## config.mk

```make
export PLATFORM = sky130hd
export DESIGN_NAME = kisn_fifo
export DESIGN_NICKNAME = d
export VERILOG_FILES = /design/src/rtl/kisn_fifo.sv
export SDC_FILE = /design/constraint.sdc
export NUM_CORES = 1
export LEC_CHECK = 0
export BUFFER_PORTS_ARGS = -buffer_cell sky130_fd_sc_hd__buf_2
export CORE_ASPECT_RATIO = 0.75
export CORE_UTILIZATION = 44
export DETAILED_ROUTE_END_ITERATION = 8
export GPL_TIMING_DRIVEN = 0
export HOLD_SLACK_MARGIN = 0.1
export PLACE_DENSITY_LB_ADDON = 0.1
export SLEW_MARGIN = 20
export SYNTH_ARGS = -nofsm -noshare
export SYNTH_HDL_FRONTEND = slang
export SYNTH_SLANG_ARGS = --single-unit
```

## constraint.sdc

```tcl
create_clock -name clk -period 1.3 [get_ports clk]
set_input_delay 0.195 -clock clk [delete_from_list [all_inputs] [get_ports clk]]
set_output_delay 0.195 -clock clk [all_outputs]
set_load 0.05 [all_outputs]
```

## src/rtl/kisn_fifo.sv

```systemverilog
`timescale 1ns / 1ps

// small synchronous queue, DEPTH >= 2
module kisn_fifo #(
	parameter int unsigned DEPTH = 2,
	parameter int unsigned WIDTH = 8
) (
	input  logic             clk,
	input  logic             arst_n,
	input  logic             push,
	input  logic [WIDTH-1:0] wdata,
	output logic             full,
	input  logic             pop,
	output logic [WIDTH-1:0] rdata,
	output logic             empty
);

	localparam int unsigned PTR_W = $clog2(DEPTH);
	localparam int unsigned CNT_W = $clog2(DEPTH + 1);

	logic [WIDTH-1:0] mem_q [DEPTH];
	logic [PTR_W-1:0] wr_ptr_q;
	logic [PTR_W-1:0] rd_ptr_q;
	logic [CNT_W-1:0] cnt_q;
	logic             do_push;
	logic             do_pop;

	assign full    = (cnt_q == CNT_W'(DEPTH));
	assign empty   = (cnt_q == '0);
	assign do_push = push && !full;
	assign do_pop  = pop && !empty;
	assign rdata   = mem_q[rd_ptr_q];

	always_ff @(posedge clk or negedge arst_n) begin
		if (!arst_n) begin
			wr_ptr_q <= '0;
			rd_ptr_q <= '0;
			cnt_q    <= '0;
		end else begin
			if (do_push) begin
				wr_ptr_q <= (wr_ptr_q == PTR_W'(DEPTH - 1)) ? '0 : wr_ptr_q + 1'b1;
			end
			if (do_pop) begin
				rd_ptr_q <= (rd_ptr_q == PTR_W'(DEPTH - 1)) ? '0 : rd_ptr_q + 1'b1;
			end
			if (do_push && !do_pop) begin
				cnt_q <= cnt_q + 1'b1;
			end else if (do_pop && !do_push) begin
				cnt_q <= cnt_q - 1'b1;
			end
		end
	end

	always_ff @(posedge clk) begin
		if (do_push) begin
			mem_q[wr_ptr_q] <= wdata;
		end
	end

endmodule

```

Yosys cells after proc, flatten, opt, wreduce, memory -nomap -nowiden:

Memory sizes are Yosys's and may differ from the RTL's.
Cells that the tools add are included.

* input bits: 12
* register bits after elaboration: 4
* output and inout bits: 10
* RAM bits: 16
* memories: 1

* muxes and demuxes: 6
* reduce and logical (&&, ||, !) cells: 10
* add/subtract/negate cells: 4
* eq/ne operators: 1

Memories
* mem_q: depth 2, width 8, rd ports 1, clocked after Yosys merged registers in 0, wr ports 1, line 21 `logic [WIDTH-1:0] mem_q [DEPTH];`

Operator list (count)
* 1-bit logical AND: 4
* 1-bit logical NOT: 4
* 1-bit two-way mux: 4
* 2-bit two-way mux: 2
* 1-bit adder, second input constant: 2
* 2-bit by 1-bit adder with 2-bit output, second input constant: 1
* 2-bit equality test, second input constant: 1
* 2-bit logical NOT: 1
* 2-bit nonzero test: 1
* 2-bit by 1-bit subtractor with 2-bit output, second input constant: 1

Longest topological paths before layout:

* depth in word-level cells: 7
* depth in mapped cells: 7
* mapped depth without buffers: 7

Worst setup path before layout:

No wires, ideal clock.

* path kind: reg-to-reg
* start: register cnt_q[0]
* end: memory mem_q[0][0] (enable)
* stages on the path, launching flop included: 4
* setup time: 370 ps
* data required time: 930 ps
* buffers on the path: 0
* period minus slack after synthesis: 1392 ps
* data arrival time: 1022 ps
* slack: -92 ps
* cell sequence: dfrtp_1 > nand2b_1 > nand2_2 > nor2_1

* longest elaborated chain between the ends: 5

RTL lines
* start, declared: line 24 `logic [CNT_W-1:0] cnt_q;`
* start signal, assigned: line 47 `cnt_q <= cnt_q + 1'b1;`
* start signal, assigned: line 49 `cnt_q <= cnt_q - 1'b1;`
* 2-bit equality test: line 28 `assign full = (cnt_q == CNT_W'(DEPTH));`
* 1-bit logical NOT: line 30 `assign do_push = push && !full;`
* 1-bit logical AND: line 30
* 1-bit two-way mux: line 55 `if (do_push) begin`
* 1-bit two-way mux (not written as such): line 56 `mem_q[wr_ptr_q] <= wdata;`
* end, declared: line 21

No other way between the ends.

Worst setup path after layout:

* start: register rd_ptr_q
* end: output rdata[7]

* longest elaborated chain between the ends: 1

RTL lines
* start, declared: line 23 `logic [PTR_W-1:0] rd_ptr_q;`
* start signal, assigned: line 44 `rd_ptr_q <= (rd_ptr_q == PTR_W'(DEPTH - 1)) ? '0 : rd_ptr_q + 1'b1;`
* memory 2 x 8 bit
* end, declared: line 14 `output logic [WIDTH-1:0] rdata,`

No other way between the ends.

==> run_results.csv <==
group,metric,value,unit
status,outcome,"finished with violations",
status,violations,"setup timing",
timing,max_slew_margin,0.840,
timing,layout_setup_ws,-0.223,ns
die,die_h,38.5,µm
logic_synthesis,ys_seq_area_frac,0.742,
power,p_per_area,2530,nW/µm²
logic_synthesis,ys_ff_latch,20,
clock_network,h-tree-depth,1,
worst_setup_path,arrival,1.33,ns
worst_setup_path,crit_fanout,4,
logic_synthesis,yosys.cell_types.count,15,
placed_design,dp_slack,-0.104,ns
grt,grt_first_pass_wirelength,1950,µm
grt,grt_max_degree,12,
drt,drt-pass1-iter-count,3,
die,die_w,50.7,µm
power,leakagePower,0.529,nW
final_layout,antenna_cells,0,
drt,ant_nets,0,
drt,routed_via_density,4.54,
drt,drtIter0Drc,6,
grt,antenna_found_initial,0,
clock_network,numCtsBuffers,3,
grt,grt_pass1_vias,471,
worst_setup_path,required,1.11,ns
placed_design,place_hpwl,766,µm
die,num_rows,12,
final_layout,final_util,0.790,
final_layout,layout_common_cells,"edfxtp_1, buf_6, buf_2, dlygate4sd3_1, mux2_4",
drt,routed_wl,1420,µm
grt,grt_overflow_total,0,
clock_network,clockRootBuffer,"clkbuf_4",
worst_setup_path,max_stage_delay,0.42,ns
clock_network,cts.reportedPaths.clkPinSlew,0.09,ns
timing,finalCriticalPeriod,1.52,ns
worst_setup_path,crit_slowest_cell,"dfrtp_1",
timing,max_freq,657,MHz
final_layout,final_common_cell,"edfxtp_1",
clock_network,clock_path_buffers,2,
power,vdd_drop_max,2.10,mV
worst_setup_path,startpoint,"rd_ptr_q",
drt,routed-via-count,477,
worst_setup_path,cp-end-kind,"output pin",
worst_setup_path,crit_chain,"buf_6, mux2_4, buf_8",
die,design.core.area,1580,µm²
timing,rsz0062_at_grt,"true",
worst_setup_path,worstSetupPathType,"flip-flop to output pin",
min_path,hold_path.class,"input port to async pin",
logic_synthesis,syn_inst,44,
final_layout,drive_gt1_frac,0.595,
placed_design,place.port_buffers,21,
worst_setup_path,r2r-start,"cnt_q[1]",
logic_synthesis,synth_area,782,µm²
placed_design,placedCellCount,86,
final_layout,nNetsFinal,98,
final_layout,final-instance-count-excl-fill,105,
clock_network,clkSinkCount,20,
logic_synthesis,synth_nets,57,
timing,timing.final.crit_share,1.17,
die,boundaryPins,22,
timing,setup_viol,9,
timing,skew,0.000940,ns
clock_network,cts_tree,"yes",
die,dieArea,1950,µm²
grt,grt.total_usage,0.154,
logic_synthesis,yosysWarnings,0,
worst_setup_path,start_kind,"flip-flop",
clock_network,insertion_delay,0.30,ns
timing,worstMarginPinSlew,0.240,ns
timing,whs,0.215,ns
timing,slew_viol_final,0,
die,initial_core_util,0.496,
timing,hold_violations,0,
drt,wl_per_cell,13.5,µm
placed_design,place.gp.congestion,0.621,
logic_synthesis,syn_area_per_cell,17.8,µm²
final_layout,nFillCells,93,
job,maxCapViolCount,0,
timing,finalSetupTns,-1.79,ns
final_layout,syn_to_final_growth,59.2,%
drt,remaining_drc_errors,0,
[final timing paths]
kind / endpoint / slack [ns] / cells past startpoint
setup / recovery: rdata[7] / -0.22 / 3
hold / removal: rd_ptr_q / 0.21 / 2
min in group clk: rd_ptr_q / 0.23 / 3
setup reg to reg: cnt_q[1] / -0.05 / 5
hold reg to reg: cnt_q[1] / 0.58 / 1
max in group asynchronous: cnt_q[1] / 0.95 / 2
[layer usage]
layer	global-route usage	vias to the layer above	share of wire	wire [µm]
met3	0.0635	3	0.050	71
met4	0.0833	0	0.019	27
met5	0	-	0	0
li1	-	238	-	-
met2	0.270	12	0.52	734
met1	0.162	224	0.41	583
[what timing repair did]
item,4_1_cts,5_1_grt
pin swaps,2,2
gates cloned,0,1
setup buffers,3,2
hold endpoints to repair,20,0
hold buffers,9,0
endpoints found under the setup margin,27,11
resized for setup,31,15
[where the power goes]
group / leakage [nW] / switching [W] / total [W] / internal (W)
clock network: 0.0150 / 0.000170 / 0.000290 / 0.000120
registers: 0.194 / 0.000131 / 0.00103 / 0.000899
logic: 0.319 / 0.000967 / 0.00183 / 0.000864
total: 0.529 / 0.00127 / 0.00315 / 0.00188
[final cells by class]
cell class / count / area, µm² / share of cell area
sequential: 20 / 582 / 0.467
multi-input combinational: 21 / 264 / 0.212
buffer: 1 / 11.3 / 0.00905
inverter: 2 / 10.0 / 0.00804
clock buffer: 4 / 26.3 / 0.0211
timing repair buffer: 36 / 325 / 0.261
tap: 21 / 26.3 / 0.0211
[Yosys cell counts (all sizes together)]
cell / instances / share of area
mux2: 8 / 0.12
dfrtp: 4 / 0.13
nand2: 1 / 0.0080
nor2: 3 / 0.014
xor2: 2 / 0.022
inv: 2 / 0.0096
edfxtp: 16 / 0.61
ha: 1 / 0.016
buf: 1 / 0.0064
xnor2: 3 / 0.043
and3: 1 / 0.0080
o21ai: 1 / 0.0064
nand2b: 1 / 0.0080
[registers in the layout (all words and copies together) (netlist names)]
name / flops
mem_q: 16
wr_ptr_q: 1
cnt_q: 2
rd_ptr_q: 1
[cell families (layout without fill, tap and decap cells)]
group / count (synthesis) / in the layout / share of synthesized area
DFF: 20 / 20 / 0.742
muxes: 8 / 8 / 0.115
buffers and inverters: 3 / 43 / 0.0160
AOI/OAI and AO/OA: 1 / 1 / 0.00639
adders and majority gates: 1 / 1 / 0.0160
xor gates and xnor gates: 5 / 5 / 0.0656
and+or+nand+nor: 6 / 6 / 0.0384
[critical path: cells and delay by family, from the launching register on]
family	cells	cell delay, ns
buffers and inverters	2	0.30
flip-flops	1	0.42
multiplexers	1	0.31
[metrics by stage]
step                      area [µm²]  total power (W)
after global placement           931          0.00219
after CTS                       1170          0.00291
final                           1240          0.00315
after global routing            1240          0.00329
after detailed placement         931          0.00221
after floorplan                  800          0.00197
Power figures use the tool's default switching activity.
