[src/rtl/kisn_pkg.sv]
`timescale 1ns / 1ps

package kisn_pkg;

	// number of mixing steps, three rounds of eight
	localparam int unsigned NUM_STEPS = 24;

	localparam logic [31:0] MIX_C2 = 32'o13240474631;
	localparam logic [31:0] MIX_C3 = 32'o15666365641;

	localparam logic [31:0] EPOCH_SECS   = 32'd300;
	localparam int unsigned LOW_BITS     = 24;
	localparam logic [19:0] USEC_PER_SEC = 20'd1000000;

	// floor(x / 300) = floor((x >> 2) * DIV75_MAGIC >> DIV75_SHIFT), exact for 32-bit x
	localparam logic [30:0] DIV75_MAGIC = 31'd1832519380;
	localparam int unsigned DIV75_SHIFT = 37;

	typedef enum logic [2:0] {
		REG_KEY_IN_3_4    = 3'd0,
		REG_KEY_IN_5_6    = 3'd1,
		REG_KEY_IN_7      = 3'd2,
		REG_KEY_STATE_0_1 = 3'd3,
		REG_KEY_STATE_2_3 = 3'd4
	} cfg_reg_t;

	typedef logic [3:0][31:0] mix_state_t;
	typedef logic [7:0][31:0] mix_words_t;

	typedef struct packed {
		logic [63:0] in_3_4;
		logic [63:0] in_5_6;
		logic [31:0] in_7;
		logic [63:0] st_0_1;
		logic [63:0] st_2_3;
	} key_t;

	// one classified request, front to back
	typedef struct packed {
		logic [31:0] src_addr;
		logic [31:0] dst_addr;
		logic [31:0] port_word;
		logic [31:0] now_sec;
		logic [19:0] now_usec;
		logic [31:0] rekey_sec;
		logic        rekeyed;
	} req_t;

	typedef struct packed {
		logic [31:0] seq_num;
		logic        rekeyed;
	} res_t;

	localparam logic [2:0] WORD_ORDER [NUM_STEPS] = '{
		3'd0, 3'd1, 3'd2, 3'd3, 3'd4, 3'd5, 3'd6, 3'd7,
		3'd1, 3'd3, 3'd5, 3'd7, 3'd0, 3'd2, 3'd4, 3'd6,
		3'd3, 3'd7, 3'd2, 3'd6, 3'd1, 3'd5, 3'd0, 3'd4
	};

	localparam logic [4:0] ROT_AMOUNT [3][4] = '{
		'{5'd3, 5'd7, 5'd11, 5'd19},
		'{5'd3, 5'd5, 5'd9,  5'd13},
		'{5'd3, 5'd9, 5'd11, 5'd15}
	};

	// one step of the half-MD4 mix
	function automatic mix_state_t mix_step(input logic [4:0] step, input mix_state_t v,
		input mix_words_t w);
		logic [1:0]  rnd;
		logic [1:0]  t;
		logic [31:0] x;
		logic [31:0] y;
		logic [31:0] z;
		logic [31:0] f;
		logic [31:0] k;
		logic [31:0] s;
		logic [4:0]  rot;
		mix_state_t  r;
		rnd = step[4:3];
		t   = 2'd0 - step[1:0];
		x   = v[t + 2'd1];
		y   = v[t + 2'd2];
		z   = v[t + 2'd3];
		unique case (rnd)
			2'd0: begin
				f = z ^ (x & (y ^ z));
				k = '0;
			end
			2'd1: begin
				// majority; the two terms never share a set bit
				f = (x & y) | ((x ^ y) & z);
				k = MIX_C2;
			end
			default: begin
				f = x ^ y ^ z;
				k = MIX_C3;
			end
		endcase
		rot  = ROT_AMOUNT[rnd][step[1:0]];
		s    = v[t] + f + w[WORD_ORDER[step]] + k;
		r    = v;
		r[t] = (s << rot) | (s >> (6'd32 - {1'b0, rot}));
		return r;
	endfunction

endpackage

[src/rtl/kisn_front.sv]
`timescale 1ns / 1ps

// takes requests, decides on rekey and tracks the last rekey time
module kisn_front (
	input  logic               clk,
	input  logic               arst_n,
	input  logic               push,
	input  logic               queue_full,
	input  logic [31:0]        src_addr,
	input  logic [31:0]        dst_addr,
	input  logic [15:0]        src_port,
	input  logic [15:0]        dst_port,
	input  logic [31:0]        now_sec,
	input  logic [19:0]        now_usec,
	output logic               req_push,
	output kisn_pkg::req_t     req
);

	import kisn_pkg::*;

	logic [31:0] last_rekey_q;
	logic [31:0] elapsed;
	logic        rekey;

	assign req_push = push && !queue_full;
	// wraps, so time running backwards by any amount rekeys too
	assign elapsed  = now_sec - last_rekey_q;
	assign rekey    = (last_rekey_q == '0) || (elapsed > EPOCH_SECS);

	always_comb begin
		req.src_addr  = src_addr;
		req.dst_addr  = dst_addr;
		req.port_word = {src_port, dst_port};
		req.now_sec   = now_sec;
		req.now_usec  = now_usec;
		req.rekey_sec = rekey ? now_sec : last_rekey_q;
		req.rekeyed   = rekey;
	end

	always_ff @(posedge clk or negedge arst_n) begin
		if (!arst_n) begin
			last_rekey_q <= '0;
		end else if (req_push && rekey) begin
			last_rekey_q <= now_sec;
		end
	end

endmodule

[config.mk]
export PLATFORM = sky130hd
export DESIGN_NAME = kisn_front
export DESIGN_NICKNAME = d
export VERILOG_FILES = /design/src/rtl/kisn_pkg.sv /design/src/rtl/kisn_front.sv
export SDC_FILE = /design/constraint.sdc
export NUM_CORES = 1
export LEC_CHECK = 0
export BUFFER_PORTS_ARGS = -buffer_cell sky130_fd_sc_hd__buf_2
export CAP_MARGIN = 20
export CORE_AREA = 2 2 128 130
export CTS_CLUSTER_DIAMETER = 50
export DETAILED_ROUTE_END_ITERATION = 16
export DIE_AREA = 0 0 130 132
export GPL_TIMING_DRIVEN = 0
export PLACE_DENSITY = 0.69
export SLEW_MARGIN = 5
export SYNTH_ARGS = -nofsm -noshare
export SYNTH_HDL_FRONTEND = slang
export SYNTH_SLANG_ARGS = --single-unit
[constraint.sdc]
create_clock -name clk -period 9.89 [get_ports clk]
set_input_delay 1.978 -clock clk [delete_from_list [all_inputs] [get_ports clk]]
set_output_delay 1.978 -clock clk [all_outputs]
set_load 0.005 [all_outputs]
* Word level (Yosys, flattened, before mapping)
Cells that the tools add are included.
** Operators by class
- Add/sub/neg operators :: 1
- Magnitude comparators :: 1
- Multiplexer cells :: 1
- Reductions and logical operators :: 5
** Operators with widths (count)
- $gt 32x9->1 const B :: 1
- $logic_not 32->1 :: 1
- $mux 32 :: 1
- $sub 32x32->32 :: 1
- $logic_and 1x1->1 :: 2
- $logic_not 1->1 :: 1
- $logic_or 1x1->1 :: 1
** Word-level totals
- Bits in registers :: 32
- Input bits :: 152
- Output and inout port bits :: 182
- Word-level logic and storage cells :: 9

* Logic depth before layout (Yosys ltp)
Gate-level depths: netlist (run 1).
- Depth in word-level cells :: 4
- Mapped depth :: 15
- Depth with buffers taken out :: 14

* Worst setup path before layout (run 1)
No wires, ideal clock.
- Path type :: in2out
- Start point :: input port now_sec[0]
- End point :: output port req[10] (netlist name)
- Data arrival time :: 5.230 ns
- Data required time :: 7.912 ns
- Setup slack :: 2.682 ns
- Stages on the path :: 15
- Buffers on the path :: 1
- Cell sequence :: inv_1 > ha_1 > inv_1 > fa_1 > a21o_1 > a221o_1 > and4bb_4 > o31ai_1 > nand2b_1 > nor3b_1 > or4_1 > nor3_1 > nand4b_1 > clkbuf_1 > mux2_2
** RTL lines
- start: declaration :: RTL line kisn_front.sv:13 : input logic [31:0] now_sec,
- end: declaration :: RTL line kisn_front.sv:16 : output kisn_pkg::req_t req

==> flow_summary_export.csv, run 1 <==
group,metric,value,unit
cells_and_area,diodes,0,
yosys,postSynthAreaPerCell,8.38,um2
yosys,netlist_instances,622,
yosys,synth-seq-cells,32,
route,vias,5058,
cells_and_area,fill_cells,1641,
yosys,yosysUniqueCellTypes,62,
cells_and_area,area_growth_syn_to_layout,28.6,%
power,ir_drop,58.0,uV
power,power.leakage,3.44,nW
clock_network,clk_pin_slew_worst_paths,0.06,ns
route,wire_per_inst,14.3,um
floorplan,io_pins,334,
yosys,ys_seq_area_frac,0.154,
yosys,synth_edf_count,0,
setup_path,critPathRequiredTime,7.91,ns
yosys,yosys.area_share.simple,0.149,
yosys,synth_ff_type,"dfrtp_1",
yosys,synth_compound_area_frac,0.171,
cells_and_area,drive_gt1_frac,0.527,
timing,fin_skew,0.00610,ns
timing,tightest_slew,0.782,ns
cells_and_area,top_regs,"last_rekey_q x32",
timing,finalCritPeriodShare,0.833,
grt,track_usage,0.171,
yosys,async_reset_ff_frac,1.00,
placement,hpwl,12.9,mm
route,first_iter_violations,181,
setup_path,critical_path.endpoint_type,"output pin",
setup_path,cp_max_fo,10,
timing,rsz0062_at_grt,"false",
clock_network,clk_latency,0.28,ns
timing,hold_violations,0,
floorplan,rows,46,
timing,setup_viol,0,
setup_path,worstSetupPathType,"primary input to output pin",
yosys,yosys_warnings,0,
yosys,synth_top_family_by_area,"buffers and inverters",
yosys,synth_mux_area_frac,0.166,
floorplan,fp.dieW,130,um
timing,holdWs,0.557,ns
grt,grt_pass1_wl,23.7,mm
clock_network,postCtsSetupBuffers,0,
floorplan,fp.dieH,132,um
floorplan,core_area,15700,um2
clock_network,tritoncts,"done",
clock_network,clock-sinks,32,
grt,antenna_found_initial,0,
grt,grt_overflow,0,
yosys,yosys.area_share.adder,0.0783,
timing,maxSlewHeadroom,0.478,
power,pwr_density_cell,119,nW/um2
route,ant_nets,0,
run_status,status,"complete, no violations",
clock_network,hold_buffers,0,
clock_network,htree_levels,2,
placement,io_buffers,217,
grt,grt_max_degree,33,
clock_network,cts_resized,0,
yosys,syn_area,5210,um2
route,dr.pass1.iters,4,
clock_network,cts.path.max_buffers,2,
hold_path,hold_path_class,"flip-flop to flip-flop",
cells_and_area,largest_reg_flops,32,
grt,first_global_vias,4683,
route,drc,0,
cells_and_area,largest-register,"last_rekey_q",
setup_path,cp.arrival,6.26,ns
floorplan,initial_core_util,0.332,
route,via_per_inst,4.76,
run,cap_violations,0,
placement,gp_congestion,0.904,
clock_network,cts_buffers,5,
timing,report.final.slew_viol_count,0,
route,wl,15.2,mm
timing,max_clock_freq,0.121,GHz
clock_network,ctsRootBufferMaster,"clkbuf_16",
yosys,syn-num-nets,806,
timing,fin_setup_tns,0,ns
setup_path,startpoint_type,"primary input",
yosys,synthXorXnorAreaFrac,0.0235,
floorplan,die-area,17200,um2
cells_and_area,final_nets,1030,
timing,post-route-min-period,8.24,ns
## final cells by class
type,count,area (um2),area share
multi-input combinational,386,3060,0.457
tap,216,270,0.0403
inverter,39,146,0.0218
clock inverter,1,5.00,0.000747
timing repair buffer,217,1090,0.162
clock buffer,6,129,0.0192
sequential,32,801,0.120
buffer,165,1200,0.179
## logic make-up (layout without fill, tap and decap cells)
| group | count (synthesis) | in the layout |
|---|---|---|
| AOI/OAI and AO/OA | 125 | 125 |
| xor gates and xnor gates | 14 | 14 |
| adders and majority gates | 32 | 32 |
| buffers and inverters | 204 | 428 |
| DFF | 32 | 32 |
| muxes | 67 | 67 |
| and+or+nand+nor | 148 | 148 |
## worst paths after layout
path,endpoint,startpoint,cells past startpoint,slack [ns]
setup / recovery,req[31],now_sec[15],15,1.65
min in group asynchronous,last_rekey_q[19]$_DFFE_PN0P_,arst_n,1,1.78
max in group asynchronous,last_rekey_q[18]$_DFFE_PN0P_,arst_n,1,7.62
setup reg to reg,last_rekey_q[11]$_DFFE_PN0P_,last_rekey_q[0]$_DFFE_PN0P_,14,5.40
hold / removal,last_rekey_q[2]$_DFFE_PN0P_,last_rekey_q[2]$_DFFE_PN0P_,1,0.56
hold reg to reg,last_rekey_q[2]$_DFFE_PN0P_,last_rekey_q[2]$_DFFE_PN0P_,1,0.56
## placed cells by master, fill, tap and decap left out, types with 7 or more instances in the layout
cell      count
nor4_1       13
buf_2       217
o211ai_1      8
ha_1         31
nand3_1       9
nand2b_1      9
nand4_1      16
xnor2_1       9
a31oi_1       7
o21ai_0      28
nor3_1       10
mux2_4       30
nand2_1      30
clkbuf_1     14
dfrtp_1      32
mux2_2       34
inv_1        39
nor2_1       33
a21o_1        8
buf_4       149
a21oi_1      28
## worst max-delay path: stages
cell	delay, ns
buf_2	0.13
ha_1	0.31
clkbuf_1	0.37
nand2_1	0.08
o21ai_0	0.57
nor2_1	0.08
a21oi_1	0.22
nand2_1	0.12
o41ai_1	0.55
o21bai_1	0.20
nand4_1	0.22
nand4b_1	0.33
clkbuf_1	0.55
mux2_2	0.42
buf_2	0.13
## power by group
| part | leakage (nW) | switching, mW | internal (mW) |
|---|---|---|---|
| clock network | 0.0667 | 0.0599 | 0.0915 |
| logic | 3.00 | 0.254 | 0.219 |
| registers | 0.376 | 0.0233 | 0.151 |
| total | 3.44 | 0.338 | 0.461 |
## cells in the mapped netlist, types with 3 or more instances
library cell	n	area [um2]
mux2_4	30	450
a21o_1	8	60.1
o211ai_1	8	60.1
inv_1	39	146
xnor2_1	9	78.8
buf_4	149	1120
nand2b_1	9	56.3
nor3b_1	3	22.5
nor3_1	10	50.1
o21ai_0	28	140
ha_1	31	388
nor2b_1	4	25.0
and2_1	6	37.5
o21a_1	6	45.0
a21oi_1	28	140
mux2_2	34	383
o21bai_1	3	22.5
nor2_1	33	124
nand3_1	9	45.0
a211oi_1	6	45.0
nand4_1	16	100
clkbuf_1	13	48.8
or3_1	4	25.0
dfrtp_1	32	801
xor2_1	5	43.8
a31oi_1	7	43.8
nand2_1	30	113
buf_6	3	33.8
nor4_1	13	81.3
mux2i_1	3	30.0
## metrics by stage
step | area [um2] | power (mW) | setup slack [ns] | utilization | std cells
2_1_floorplan | 5210 | 0.510 | 2.68 | - | 622
3_3_place_gp | 6570 | 0.645 | 1.72 | 0.418 | 1055
3_5_place_dp | 6570 | 0.646 | 1.68 | 0.418 | 1055
4_1_cts | 6700 | 0.802 | 1.65 | 0.426 | 1062
5_1_grt | 6700 | 0.869 | 1.19 | 0.426 | 1062
6_report | 6700 | 0.798 | 1.65 | 0.426 | 1062
## per-layer routing
metal | share of wire | GRT usage | wire length, um
met5 | 0 | 0 | 0
met4 | 0.0072 | 0.0305 | 110
met3 | 0.063 | 0.0248 | 964
met2 | 0.48 | 0.295 | 7340
met1 | 0.45 | 0.229 | 6800
No activity file was read; power rests on OpenSTA's default activity.
==> run 2: changes to the inputs <==
- CORE_AREA: 2 2 128 130 -> 2 2 130 132
- DIE_AREA: 0 0 130 132 -> 0 0 132 134
- PLACE_DENSITY: 0.69 -> 0.67
- clock period: 9.89 -> 7.72 ns (I/O delays scaled with it)
==> flow_summary_export.csv, run 2 (synthesized netlist as in run 1, its figures left out) <==
group,metric,value,unit
timing,report.final.slew_viol_count,0,
grt,grt_max_degree,33,
grt,first_global_vias,4633,
route,first_iter_violations,282,
setup_path,cp_max_fo,10,
floorplan,rows,47,
timing,fin_skew,0.00628,ns
clock_network,cts.path.max_buffers,2,
floorplan,fp.dieH,134,um
floorplan,initial_core_util,0.320,
run_status,status,"complete, no violations",
timing,rsz0062_at_grt,"false",
power,power.leakage,3.44,nW
timing,hold_violations,0,
grt,grt_overflow,0,
placement,hpwl,12.9,mm
run,cap_violations,0,
route,via_per_inst,4.76,
floorplan,io_pins,334,
clock_network,tritoncts,"done",
hold_path,holdPathStages,1,
hold_path,min_to,"last_rekey_q[25]$_DFFE_PN0P_",
placement,pre_cts_ws,0.396,ns
timing,finalCritPeriodShare,0.941,
setup_path,crit_path_top_delay_cell,"o41ai_1",
placement,io_buffers,217,
clock_network,ctsRootBufferMaster,"clkbuf_16",
timing,postLayoutSetupSlackWorst,0.456,ns
cells_and_area,diodes,0,
setup_path,path_cells,"buf_2, ha_1, clkbuf_1, nand2_1, nor4_1, o21ai_0, nand3_1, nand2_1, o41ai_1, o21bai_1, nand4_1, nand4b_1, clkbuf_1, mux2_2, buf_2",
clock_network,cts_buffers,5,
power,ir_drop,88.4,uV
floorplan,die-area,17700,um2
setup_path,worstReg2RegEnd,"last_rekey_q[15]$_DFFE_PN0P_",
clock_network,clk_latency,0.29,ns
placement,gp_congestion,0.911,
hold_path,hold_path_class,"flip-flop to flip-flop",
timing,maxSlewHeadroom,0.484,
timing,tightest_slew,0.774,ns
cells_and_area,top_regs,"last_rekey_q x32",
setup_path,worstSetupPathType,"primary input to output pin",
setup_path,reg2reg_slack,3.26,ns
grt,track_usage,0.167,
floorplan,core_area,16300,um2
route,wire_per_inst,14.5,um
timing,post-route-min-period,7.26,ns
timing,setup_viol,0,
cells_and_area,largest_reg_flops,32,
route,vias,5081,
cells_and_area,final_nets,1030,
route,wl,15.5,mm
floorplan,fp.dieW,132,um
setup_path,startpoint_type,"primary input",
clock_network,hold_buffers,0,
timing,fin_setup_tns,0,ns
hold_path,hold_start,"last_rekey_q[25]$_DFFE_PN0P_",
clock_network,htree_levels,2,
cells_and_area,largest-register,"last_rekey_q",
route,ant_nets,0,
cells_and_area,drive_gt1_frac,0.527,
setup_path,r2r_cells,14,
clock_network,clock-sinks,32,
grt,grt_pass1_wl,23.8,mm
setup_path,critical_path.max_stage_delay,0.51,ns
power,pwr_density_cell,155,nW/um2
clock_network,clk_pin_slew_worst_paths,0.05,ns
cells_and_area,final_cell_mix,"217 x buf_2, 149 x buf_4, 39 x inv_1, 34 x mux2_2, 33 x nor2_1",
setup_path,cp.arrival,5.72,ns
cells_and_area,area_growth_syn_to_layout,28.9,%
setup_path,rr_startpoint,"last_rekey_q[0]$_DFFE_PN0P_",
route,dr.pass1.iters,6,
route,drc,0,
grt,antenna_found_initial,0,
cells_and_area,final_common_cell,"buf_2",
setup_path,critical_path.endpoint_type,"output pin",
setup_path,critPathRequiredTime,6.18,ns
timing,max_clock_freq,0.138,GHz
[run 2: worst max path at each step]
| stage | from | to | slack, ns | depth (start not counted) |
|---|---|---|---|---|
| floorplan | now_sec[0] | req[10] | 1.38 | 15 |
| global placement | now_sec[11] | req[7] | 0.32 | 15 |
| detailed placement | now_sec[11] | req[5] | 0.40 | 15 |
| CTS | now_sec[11] | req[5] | 0.37 | 15 |
| global route | now_sec[11] | req[11] | 0.004 | 15 |
| finish | now_sec[11] | req[5] | 0.46 | 15 |
[run 2: cell type report]
type                       count  area [um2]
multi-input combinational    386        3060
tap                          220         275
buffer                       165        1200
sequential                    32         801
fill                        1723        9570
timing repair buffer         217        1090
inverter                      39         146
clock buffer                   8         146
[run 2: worst max-delay path: cells and delay by family]
kind                       cells  cell delay, ns
and+or+nand+nor                6            1.34
buffers and inverters          4            1.15
AOI/OAI and AO/OA              3            0.96
muxes                          1            0.40
adders and majority gates      1            0.30
[run 2: where the power goes]
| group | internal (mW) | total [mW] | switching, mW |
|---|---|---|---|
| clock | 0.129 | 0.209 | 0.0798 |
| combinational | 0.281 | 0.608 | 0.327 |
| sequential | 0.193 | 0.225 | 0.0316 |
| total | 0.602 | 1.04 | 0.439 |
[run 2: timing repair]
item,in CTS,in global routing
resized for setup,0,1
setup buffers,0,0
endpoints found under the setup margin,0,27
[run 2: metrics by stage]
| stage | util | total power, mW | instances | hold WS, ns | cell area, um2 |
|---|---|---|---|---|---|
| 2_1_floorplan | - | 0.654 | 622 | 0.523 | 5210 |
| 3_3_place_gp | 0.403 | 0.832 | 1059 | 0.549 | 6570 |
| 3_5_place_dp | 0.403 | 0.830 | 1059 | 0.551 | 6570 |
| 4_1_cts | 0.412 | 1.05 | 1067 | 0.565 | 6720 |
| 5_1_grt | 0.412 | 1.12 | 1067 | 0.593 | 6720 |
| 6_report | 0.412 | 1.04 | 1067 | 0.564 | 6720 |
[run 2: layer usage]
layer,vias to the layer above,part of all wire,global-route usage
li1,2531,-,-
met1,2330,0.43,0.211
met2,206,0.49,0.287
met3,14,0.065,0.0333
met4,0,0.019,0.0519
met5,-,0,0
==> run 3: changes to the inputs <==
==> constraint.sdc (replaced) <==
create_clock -name clk -period 7.72 [get_ports clk]
set_input_delay 1.544 -clock clk [delete_from_list [all_inputs] [get_ports clk]]
set_output_delay 1.544 -clock clk [all_outputs]
set_load 0.1 [all_outputs]
==> flow_summary_export.csv, run 3 (synthesized netlist as in run 1, its figures left out) <==
group,metric,value,unit
run_status,status,"complete, no violations",
setup_path,path_cells,"buf_2, inv_1, ha_1, inv_1, fa_1, a21o_1, a221o_1, a41oi_1, mux2i_1, a2111o_1, nor4_1, nand4_1, nand4b_1, clkbuf_2, mux2_2, buf_2",
setup_path,startpoint,"now_sec[0]",
placement,io_buffers,217,
floorplan,fp.dieH,134,um
power,pwr_density_cell,209,nW/um2
setup_path,critPathRequiredTime,6.18,ns
cells_and_area,largest-register,"last_rekey_q",
placement,gp_congestion,0.911,
timing,setup_viol,0,
timing,fin_setup_tns,0,ns
timing,hold_violations,0,
cells_and_area,area_growth_syn_to_layout,29.0,%
setup_path,cp_num_cells,16,
setup_path,crit_path_top_delay_cell,"a41oi_1",
route,wl_met3,994,um
route,first_iter_violations,282,
setup_path,worstReg2RegEnd,"last_rekey_q[15]$_DFFE_PN0P_",
route,wl_met1,6.67,mm
setup_path,critical_path.max_stage_delay,0.44,ns
cells_and_area,top_regs,"last_rekey_q x32",
route,top_layer_used,"met4",
setup_path,critical_path.endpoint_type,"output pin",
timing,fin_skew,0.00628,ns
timing,maxSlewHeadroom,0.484,
clock_network,ctsRootBufferMaster,"clkbuf_16",
route,met2_length,7.53,mm
hold_path,hold_path_class,"flip-flop to flip-flop",
cells_and_area,finalNonFillerCells,1067,
setup_path,cp_max_fo,10,
route,vias,5084,
route,dr.pass1.iters,4,
grt,track_usage,0.167,
setup_path,r2r_cells,14,
cells_and_area,drive_gt1_frac,0.530,
clock_network,clk_latency,0.29,ns
floorplan,fp.dieW,132,um
timing,rsz0062_at_grt,"false",
grt,grt_overflow,0,
setup_path,cp.arrival,5.87,ns
floorplan,die-area,17700,um2
grt,antenna_found_initial,0,
timing,finalCritPeriodShare,0.961,
setup_path,path_buf_inv,5,
setup_path,reg2reg_slack,3.26,ns
cells_and_area,final_cell_mix,"217 x buf_2, 149 x buf_4, 39 x inv_1, 34 x mux2_2, 33 x nor2_1",
placement,hpwl,12.9,mm
cells_and_area,fill_cells,1725,
route,via_per_inst,4.76,
floorplan,initial_core_util,0.320,
run,cap_violations,0,
cells_and_area,final_common_cell,"buf_2",
cells_and_area,diodes,0,
route,ant_nets,0,
clock_network,cts.path.max_buffers,2,
grt,first_global_vias,4633,
placement,dp_cells,1059,
setup_path,cp_top_family,"compound AO/OA/AOI/OAI gates",
cells_and_area,final_nets,1030,
grt,grt_pass1_wl,23.8,mm
power,ir_drop,89.8,uV
power,power.leakage,3.45,nW
route,drc,0,
clock_network,clk_pin_slew_worst_paths,0.05,ns
floorplan,core_area,16300,um2
clock_network,cts_buffers,5,
timing,max_clock_freq,0.135,GHz
clock_network,clock-sinks,32,
timing,post-route-min-period,7.42,ns
route,wire_per_inst,14.5,um
grt,grt_max_degree,33,
setup_path,crit_end,"req[6]",
timing,report.final.slew_viol_count,0,
timing,holdWs,0.564,ns
route,wl,15.5,mm
timing,tightest_slew,0.773,ns
setup_path,worstSetupPathType,"primary input to output pin",
setup_path,startpoint_type,"primary input",
floorplan,rows,47,
clock_network,tritoncts,"done",
setup_path,rr_startpoint,"last_rekey_q[0]$_DFFE_PN0P_",
cells_and_area,largest_reg_flops,32,
clock_network,htree_levels,2,
floorplan,io_pins,334,
-- run 3: cell counts in the layout (fill, tap and decap cells not counted) --
Identical to the previous run, type by type.
-- run 3: how the worst min path moves through the flow --
| stage | from | end | slack [ns] | cells past startpoint |
|---|---|---|---|---|
| floorplan | last_rekey_q[6]$_DFFE_PN0P_ | last_rekey_q[6]$_DFFE_PN0P_ | 0.52 | 1 |
| global placement | last_rekey_q[6]$_DFFE_PN0P_ | last_rekey_q[6]$_DFFE_PN0P_ | 0.55 | 1 |
| detailed placement | last_rekey_q[6]$_DFFE_PN0P_ | last_rekey_q[6]$_DFFE_PN0P_ | 0.55 | 1 |
| CTS | last_rekey_q[25]$_DFFE_PN0P_ | last_rekey_q[25]$_DFFE_PN0P_ | 0.56 | 1 |
| global route | last_rekey_q[24]$_DFFE_PN0P_ | last_rekey_q[24]$_DFFE_PN0P_ | 0.59 | 1 |
| finish | last_rekey_q[25]$_DFFE_PN0P_ | last_rekey_q[25]$_DFFE_PN0P_ | 0.56 | 1 |
-- run 3: report_power, final --
part	leakage (nW)	switching, mW	internal (mW)
Combinational	3.00	0.688	0.281
Sequential	0.376	0.0316	0.193
Clock	0.0712	0.0802	0.129
-- run 3: worst reg2reg max path: stages, from the launching register on --
cell	delay, ns
dfrtp_1	0.40
ha_1	0.20
inv_1	0.06
fa_1	0.40
a21o_1	0.23
a221o_1	0.39
and4bb_4	0.28
o31ai_4	0.18
xnor2_1	0.12
or3_1	0.36
or4_4	0.53
a2111oi_4	0.43
a41oi_4	0.22
buf_6	0.23
mux2_4	0.31
-- run 3: repair_timing --
item	in CTS	in global routing
resized for setup	0	7
buffers inserted	0	0
hold buffers	0	0
endpoints found under the setup margin	0	30
-- run 3: final cells by class --
type | instances | area [um2] | share of cell area
Clock buffer | 8 | 146 | 0.0218
Tap cell | 220 | 275 | 0.0410
Buffer | 165 | 1200 | 0.179
Multi-Input combinational cell | 386 | 3060 | 0.456
Timing Repair Buffer | 217 | 1090 | 0.162
Sequential cell | 32 | 801 | 0.119
Inverter | 39 | 146 | 0.0218
-- run 3: stage by stage --
step           worst slack, ns  power [mW]  instance area, um2  utilization
3_3_place_gp            0.0906        1.19                6570        0.403
3_5_place_dp             0.180        1.19                6570        0.403
4_1_cts                  0.159        1.41                6720        0.412
2_1_floorplan             1.09        1.02                5210            -
6_report                 0.304        1.40                6720        0.413
5_1_grt                 0.0305        1.49                6720        0.413
-- run 3: layer usage --
metal,vias up,track usage
met5,-,0
met4,0,0.0519
met3,14,0.0333
met2,209,0.287
met1,2330,0.211
li1,2531,-
